`src/hdl/pclm_pkg.sv`:
```
// Types and constants shared by the pooled circular list manager.
package pclm_pkg;
    localparam int POOL_SLOTS = 64;
    localparam int DATA_BITS  = 32;
    localparam int SLOT_BITS  = $clog2(POOL_SLOTS);
    localparam int CNT_BITS   = $clog2(POOL_SLOTS + 1);

    typedef enum logic [2:0] {
        CMD_APPEND  = 3'd0,
        CMD_PREPEND = 3'd1,
        CMD_INSERT  = 3'd2,
        CMD_DELETE  = 3'd3,
        CMD_ROT_FWD = 3'd4,
        CMD_ROT_BCK = 3'd5,
        CMD_FIND    = 3'd6,
        CMD_READ    = 3'd7
    } t_cmd;

    typedef enum logic [2:0] {
        ST_OK       = 3'd0,
        ST_FULL     = 3'd1,
        ST_EMPTY    = 3'd2,
        ST_UNUSED   = 3'd3,
        ST_NOTFOUND = 3'd4
    } t_status;

    typedef struct packed {
        logic [2:0]  cmd;
        logic [5:0]  node_in;
        logic [31:0] data_in;
    } t_in_word;

    typedef struct packed {
        logic [2:0]  status;
        logic [5:0]  node_out;
        logic [31:0] data_out;
        logic [6:0]  list_size;
        logic [5:0]  head_node;
    } t_out_word;
endpackage

```
`src/hdl/pooled_circular_list_manager.sv`:
```
// Top level: pooled circular doubly linked list manager with LIFO free list.
// Usage:
//   Input channel i_valid/o_ready carries one command word (t_in_word);
//   output channel o_valid/i_ready returns exactly one result word per command.
//   Commands run on a small sequencer around one read port per link store:
//   each step reads one slot's links/data through a registered read and
//   writes the links in a later state. Find walks the list from the head,
//   one slot per read, passing over up to list size slots before the result.
//   One command in flight at a time; o_ready is high only when idle and no
//   result word is waiting.
//   After reset (i_rst_n low, synchronous) a clearing pass sets each slot's
//   next link to the following slot, wrapping to 0; no command is taken until it ends.
//   Slot data and prev links are not cleared.
//   The result is held in an output register until i_ready takes it; the
//   next command is taken only after that.
module pooled_circular_list_manager (
    input  logic                i_clk,
    input  logic                i_rst_n,
    input  logic                i_valid,
    output logic                o_ready,
    input  pclm_pkg::t_in_word  i_data,
    output logic                o_valid,
    input  logic                i_ready,
    output pclm_pkg::t_out_word o_data
);
    import pclm_pkg::*;

    typedef enum logic [9:0] {
        S_INIT  = 10'b0000000001,
        S_IDLE  = 10'b0000000010,
        S_RD    = 10'b0000000100,
        S_EXEC  = 10'b0000001000,
        S_RD2   = 10'b0000010000,
        S_LINK  = 10'b0000100000,
        S_RD3   = 10'b0001000000,
        S_FIX   = 10'b0010000000,
        S_WALK  = 10'b0100000000,
        S_OUT   = 10'b1000000000
    } t_state;

    logic [SLOT_BITS-1:0] mem_next [POOL_SLOTS];
    logic [SLOT_BITS-1:0] mem_prev [POOL_SLOTS];
    logic [DATA_BITS-1:0] mem_data [POOL_SLOTS];
    logic [POOL_SLOTS-1:0] r_used;

    t_state               r_state;
    logic [SLOT_BITS-1:0] r_free, r_head;
    logic [CNT_BITS-1:0]  r_count, r_walk;
    logic [SLOT_BITS-1:0] r_addr;
    logic [SLOT_BITS-1:0] r_rd_next, r_rd_prev;
    logic [DATA_BITS-1:0] r_rd_data;
    logic [2:0]           r_cmd;
    logic [SLOT_BITS-1:0] r_t, r_s, r_n, r_p;
    logic [DATA_BITS-1:0] r_d;
    logic                 r_ovalid;
    t_out_word            r_out;
    logic [SLOT_BITS-1:0] r_init;

    logic                 we_next, we_prev, we_data;
    logic [SLOT_BITS-1:0] wa_next, wa_prev, wa_data;
    logic [SLOT_BITS-1:0] wd_next, wd_prev;

    logic full, empty;
    assign full  = (r_count == CNT_BITS'(POOL_SLOTS));
    assign empty = (r_count == '0);

    assign o_ready = (r_state == S_IDLE) && !r_ovalid;
    assign o_valid = r_ovalid;
    assign o_data  = r_out;

    always_ff @(posedge i_clk) begin
        if (we_next) mem_next[wa_next] <= wd_next;
        if (we_prev) mem_prev[wa_prev] <= wd_prev;
        if (we_data) mem_data[wa_data] <= r_d;
        r_rd_next <= mem_next[r_addr];
        r_rd_prev <= mem_prev[r_addr];
        r_rd_data <= mem_data[r_addr];
    end

    // single write per store per cycle; link ops spread over states
    always_comb begin
        we_next = 1'b0; we_prev = 1'b0; we_data = 1'b0;
        wa_next = r_s;  wa_prev = r_s;  wa_data = r_s;
        wd_next = r_s;  wd_prev = r_s;
        if (r_state == S_INIT) begin
            we_next = 1'b1; wa_next = r_init; wd_next = r_init + 1'b1;
        end else if (r_state == S_LINK) begin
            // new node s between t and n
            we_next = 1'b1; wa_next = r_s; wd_next = r_n;
            we_prev = 1'b1; wa_prev = r_s; wd_prev = r_t;
            we_data = 1'b1;
        end else if (r_state == S_FIX) begin
            if (r_cmd == CMD_DELETE) begin
                we_next = 1'b1; wa_next = r_p; wd_next = r_n;
                we_prev = 1'b1; wa_prev = r_n; wd_prev = r_p;
            end else begin
                we_next = 1'b1; wa_next = r_t; wd_next = r_s;
                we_prev = 1'b1; wa_prev = r_n; wd_prev = r_s;
            end
        end else if (r_state == S_OUT && r_cmd == CMD_DELETE && !r_ovalid
                     && r_out.status == ST_OK) begin
            we_next = 1'b1; wa_next = r_t; wd_next = r_free;
        end
    end

    always_ff @(posedge i_clk) begin
        if (!i_rst_n) begin
            r_state  <= S_INIT;
            r_init   <= '0;
            r_used   <= '0;
            r_free   <= '0;
            r_head   <= '0;
            r_count  <= '0;
            r_ovalid <= 1'b0;
        end else begin
            if (r_ovalid && i_ready) r_ovalid <= 1'b0;
            case (r_state)
                S_INIT: begin
                    r_init <= r_init + 1'b1;
                    if (r_init == SLOT_BITS'(POOL_SLOTS - 1)) r_state <= S_IDLE;
                end
                S_IDLE: begin
                    if (i_valid && !r_ovalid) begin
                        r_cmd <= i_data.cmd;
                        r_t   <= i_data.node_in;
                        r_d   <= i_data.data_in;
                        r_out <= '0;
                        r_walk <= r_count;
                        r_state <= S_RD;
                        case (t_cmd'(i_data.cmd))
                            CMD_APPEND, CMD_PREPEND, CMD_INSERT: r_addr <= r_free;
                            CMD_ROT_FWD, CMD_ROT_BCK, CMD_FIND:  r_addr <= r_head;
                            default: r_addr <= i_data.node_in;
                        endcase
                    end
                end
                S_RD: r_state <= (r_cmd == CMD_FIND) ? S_WALK : S_EXEC;
                S_EXEC: begin
                    r_state <= S_OUT;
                    case (t_cmd'(r_cmd))
                        CMD_APPEND, CMD_PREPEND: begin
                            if (full) r_out.status <= ST_FULL;
                            else begin
                                r_s <= r_free;
                                r_free <= r_rd_next;
                                r_used[r_free] <= 1'b1;
                                r_count <= r_count + 1'b1;
                                r_out.node_out <= r_free;
                                if (empty) begin
                                    r_head <= r_free;
                                    r_t <= r_free; r_n <= r_free;
                                    r_state <= S_LINK;
                                end else begin
                                    if (r_cmd == CMD_PREPEND) r_head <= r_free;
                                    r_n <= r_head;
                                    r_addr <= r_head;
                                    r_state <= S_RD2;
                                end
                            end
                        end
                        CMD_INSERT: begin
                            if (empty) r_out.status <= ST_EMPTY;
                            else if (!r_used[r_t]) r_out.status <= ST_UNUSED;
                            else if (full) r_out.status <= ST_FULL;
                            else begin
                                r_s <= r_free;
                                r_free <= r_rd_next;
                                r_used[r_free] <= 1'b1;
                                r_count <= r_count + 1'b1;
                                r_out.node_out <= r_free;
                                r_addr <= r_t;
                                r_state <= S_RD2;
                            end
                        end
                        CMD_DELETE: begin
                            if (empty) r_out.status <= ST_EMPTY;
                            else if (!r_used[r_t]) r_out.status <= ST_UNUSED;
                            else begin
                                r_p <= r_rd_prev; r_n <= r_rd_next;
                                r_used[r_t] <= 1'b0;
                                r_count <= r_count - 1'b1;
                                r_out.node_out <= r_t;
                                if (r_count == CNT_BITS'(1)) r_head <= '0;
                                else begin
                                    if (r_head == r_t) r_head <= r_rd_next;
                                    r_state <= S_FIX;
                                end
                            end
                        end
                        CMD_ROT_FWD, CMD_ROT_BCK: begin
                            if (empty) r_out.status <= ST_EMPTY;
                            else if (r_cmd == CMD_ROT_FWD) r_head <= r_rd_next;
                            else r_head <= r_rd_prev;
                        end
                        CMD_FIND: begin
                            r_state <= S_WALK;
                        end
                        default: begin
                            if (!r_used[r_t]) r_out.status <= ST_UNUSED;
                            else begin
                                r_out.node_out <= r_t;
                                r_out.data_out <= r_rd_data;
                            end
                        end
                    endcase
                end
                S_RD2: r_state <= S_RD3;
                S_RD3: begin
                    // append/prepend: prev of head is tail t; insert: next of t
                    if (r_cmd == CMD_INSERT) r_n <= r_rd_next;
                    else r_t <= r_rd_prev;
                    r_state <= S_LINK;
                end
                S_LINK: r_state <= (r_t == r_s) ? S_OUT : S_FIX;
                S_FIX:  r_state <= S_OUT;
                S_WALK: begin
                    if (r_walk == '0) begin
                        r_out.status <= ST_NOTFOUND;
                        r_state <= S_OUT;
                    end else if (r_rd_data == r_d) begin
                        r_out.node_out <= r_addr;
                        r_out.data_out <= r_rd_data;
                        r_state <= S_OUT;
                    end else begin
                        r_walk <= r_walk - 1'b1;
                        r_addr <= r_rd_next;
                        r_state <= S_RD;
                    end
                end
                S_OUT: begin
                    if (!r_ovalid) begin
                        if (r_cmd == CMD_DELETE && r_out.status == ST_OK) r_free <= r_t;
                        r_out.list_size <= r_count;
                        r_out.head_node <= r_head;
                        r_ovalid <= 1'b1;
                        r_state <= S_IDLE;
                    end
                end
                default: r_state <= S_IDLE;
            endcase
        end
    end
endmodule
```
`config.mk`:
```
export PLATFORM = sky130hd
export DESIGN_NAME = pooled_circular_list_manager
export DESIGN_NICKNAME = d
export VERILOG_FILES = /design/src/hdl/pclm_pkg.sv /design/src/hdl/pooled_circular_list_manager.sv
export SDC_FILE = /design/constraint.sdc
export NUM_CORES = 2
export LEC_CHECK = 0
export CORE_MARGIN = 8
export CORE_UTILIZATION = 50
export DETAILED_ROUTE_END_ITERATION = 10
export DONT_BUFFER_PORTS = 1
export PLACE_DENSITY = 0.69
export SLEW_MARGIN = 20
export SYNTH_ARGS = -nofsm -noshare
export SYNTH_HDL_FRONTEND = slang
export SYNTH_SLANG_ARGS = --single-unit
```
`constraint.sdc`:
```
create_clock -name i_clk -period 9.5 [get_ports i_clk]
set_input_delay 0 -clock i_clk [delete_from_list [all_inputs] [get_ports i_clk]]
set_output_delay 0 -clock i_clk [all_outputs]
set_load 0.01 [all_outputs]
```
==> results.yml <==
final_layout:
  fillers: 17100
  layout.nets: 5771
  syn2layout_area_growth_pct: 12.7
  post-route-util_pct: 56.5
  drive_above_1_share_pct: 27.5
  design_area_sq_um: 135000
clock_network:
  cts_buffer_depth: 4
  cts_buffers: 308
  cts_tree: "yes"
  postCtsSetupBuffers: 0
  cts-root-buf: "clkbuf_16"
  cts_sinks: 3086
  clkTransAtPathRegs_ns: 0.06
  insertion_delay_ns: 0.94
  ctsHtreeMaxLevel: 5
worst_setup_path:
  crit_fanout: 24
  r2r-end: "mem_next[60][5]$_DFFE_PP_"
  crit_path_start_kind: "flip-flop"
  worstPathRequired_ns: 10.04
  ff2ff_path_depth: 7
  cp.arrival_ns: 5.48
  end_kind: "flip-flop"
  r2r-start: "r_cmd[1]$_DFFE_PP_"
  crit_type: "reg -> reg"
  worst-r2r-setup-slack_ns: 4.56
yosys:
  synth_area_per_cell_sq_um: 21.9
  synth_seq_area_share_pct: 75.9
  synth_edf_count: 2942
  ys.flop_type: "edfxtp_1"
  synth_common_cells: "edfxtp_1, mux4_2, nor2_1"
  synth.most_common_cell: "edfxtp_1"
  synth_area_sq_um: 120000
  yosysTopAreaCell: "edfxtp_1"
  synth_top_area_share_pct: 73.5
  yosys_warnings: 0
  synthArstFlopShare_pct: 0
  ys_ff_latch: 3086
  syn_inst: 5481
  ys_top_cells_by_area: "edfxtp_1, mux4_2, dfxtp_1, nor2_1, clkbuf_1"
  yosysUniqueCellTypes: 85
  synth_nets: 5532
pwr:
  power_frac_comb_pct: 3.5
  p_int_w: 0.0223
  switching_share_pct: 20.5
  p_per_area_nw_per_um2: 207
  leakagePower_nw: 40.7
  peakVddDrop_mv: 0.255
  netSwitchingPower_w: 0.00574
  seqPwrFrac_pct: 54.2
  p_clk_share_pct: 42.4
global_route:
  gr-total-overflow: 0
  grt_max_degree: 164
  grt_pass1_wl_microns: 428000
  antenna_found_initial: 6
  grtUsageTotal_pct: 22.9
  first_global_vias: 59000
placed_design:
  port_buffers: 0
  gp_congestion: 0.924
  place_hpwl_microns: 161000
  placed_cell_area_sq_um: 125000
die:
  core_sq_um: 240000
  std_cell_rows: 180
  dieArea_sq_um: 256000
  die_w_microns: 506
  top_level_ports: 101
  initial_utilization_pct: 50.1
  die_h_microns: 506
timing:
  slew_headroom_pct: 22.8
  period_minus_slack_ns: 4.94
  rsz0062_at_grt: "no"
  setup_tns_ns: 0
  worst_hold_slack_ns: 0.0970
  hold_viol_final: 0
  setup_viol: 0
  final.period_utilization_pct: 52.0
  fmax_mhz: 202
  report.final.slew_viol_count: 0
  tightest_slew_ns: 1.15
  skew_ns: 0.0514
outcome:
  status: "complete, no violations"
route:
  viasPerCell: 6.44
  drt_iter0_drc: 7691
  postRouteAntennaNets: 0
  dr.pass1.iters: 8
  drc: 0
  wl_per_cell_microns: 32.5
  routed_wl_microns: 297000
  num_vias: 58800
hold_path:
  hold_end: "r_cmd[2]$_DFFE_PP_"
  hp-start: "i_data[40]"
  hold_class: "in -> reg"
  whs_path_depth: 1
flow_run:
  cap_violations: 0
-- power groups by stage --
stage	clock, W	combinational, W	sequential [W]
after global placement	0	0.000932	0.0155
after global routing	0.0125	0.00102	0.0152
after CTS	0.0120	0.000974	0.0152
final	0.0119	0.000970	0.0152
after floorplan	0	0.000494	0.0155
after detailed placement	0	0.000932	0.0155
-- stage by stage --
step / power (W) / worst slack [ns] / instances
final: 0.0280 / 4.56 / 9135
after global routing: 0.0287 / 4.34 / 9132
after CTS: 0.0282 / 4.68 / 9128
after detailed placement: 0.0164 / 4.71 / 8510
after global placement: 0.0164 / 4.84 / 8509
after floorplan: 0.0160 / 4.31 / 5481
-- logic make-up after synthesis --
logic type | after synthesis | synth area share [%]
AO/OA/AOI/OAI | 346 | 1.93
multiplexers | 974 | 17.8
buffers and inverters | 322 | 1.10
XOR/XNOR | 62 | 0.452
AND/OR/NAND/NOR | 685 | 2.71
flip-flops | 3086 | 75.9
adder cells (fa/ha/maj) | 6 | 0.0625
-- layout make-up --
cell class	instances	area, sq um	area share [%]
antenna	7	17.5	0.0129
inverter	10	37.5	0.0277
clock buffer	385	8240	6.08
multi-input combinational	2073	28200	20.8
tap	3185	3990	2.94
timing repair buffer	241	2220	1.64
clock inverter	148	1480	1.09
sequential	3086	91200	67.4
-- critical path, stage by stage, from the launching register on --
cell and delay, ns:
edfxtp_1 0.85, and3b_1 0.96, nand2_1 0.30, nor2_1 0.37, nor3_1 0.12, o41ai_1 0.85
nand3_1 0.54, nor2_1 0.57
-- worst max path at each step --
| stage | from | endpoint | slack [ns] |
|---|---|---|---|
| finish | r_cmd[1]$_DFFE_PP_ | mem_next[60][5]$_DFFE_PP_ | 4.56 |
| global route | r_cmd[1]$_DFFE_PP_ | mem_next[8][1]$_DFFE_PP_ | 4.34 |
| CTS | r_cmd[1]$_DFFE_PP_ | mem_next[41][2]$_DFFE_PP_ | 4.68 |
| detailed placement | r_cmd[1]$_DFFE_PP_ | mem_next[60][0]$_DFFE_PP_ | 4.71 |
| global placement | r_cmd[1]$_DFFE_PP_ | mem_next[63][0]$_DFFE_PP_ | 4.84 |
| floorplan | r_state[1]$_SDFFE_PN0P_ | mem_next[0][1]$_DFFE_PP_ | 4.31 |
-- what timing repair did --
action	CTS	global route
resized for setup	0	0
endpoints found under the hold margin	239	0
hold buffers	85	0
-- layer usage --
| metal | vias to the layer above | track usage (%) | part of all wire (%) |
|---|---|---|---|
| li1 | 23600 | - | - |
| met3 | 559 | 4.39 | 9.3 |
| met4 | 0 | 7.09 | 3.4 |
| met1 | 31300 | 31.6 | 38 |
| met2 | 3302 | 37.3 | 49 |
| met5 | - | 0 | 0 |
-- cell usage in the layout (no fill, tap or decap), types with 29 or more instances in the layout --
cell type | synthesis | layout
o211ai_1 | 64 | 64
bufinv_16 | 0 | 29
buf_4 | 0 | 141
nor2_4 | 0 | 70
a21oi_1 | 42 | 42
nor2_1 | 292 | 222
nand2_1 | 148 | 147
edfxtp_1 | 2942 | 2942
and2_1 | 49 | 49
dfxtp_1 | 144 | 144
dlygate4sd3_1 | 0 | 84
xnor2_1 | 53 | 53
mux4_2 | 926 | 926
nand3_1 | 37 | 37
clkinv_1 | 1 | 50
mux2i_1 | 29 | 29
clkbuf_1 | 210 | 61
clkinv_2 | 0 | 46
o21ai_0 | 113 | 108
clkbuf_16 | 0 | 315
-- registers in the layout, summed over array words and instances (netlist names) --
name and flops:
r_rd_prev 6, r_state 10, r_free 6, r_cmd 3
r_head 6, r_p 6, r_walk 7, r_rd_next 6
o_valid 1, r_used 64, r_t 6, o_data 54
mem_data 2048, r_s 6, mem_next 384, r_n 6
mem_prev 384, r_rd_data 32, r_count 7, r_addr 6
r_init 6, r_d 32
Note: power is estimated with default switching activity, not from simulation.
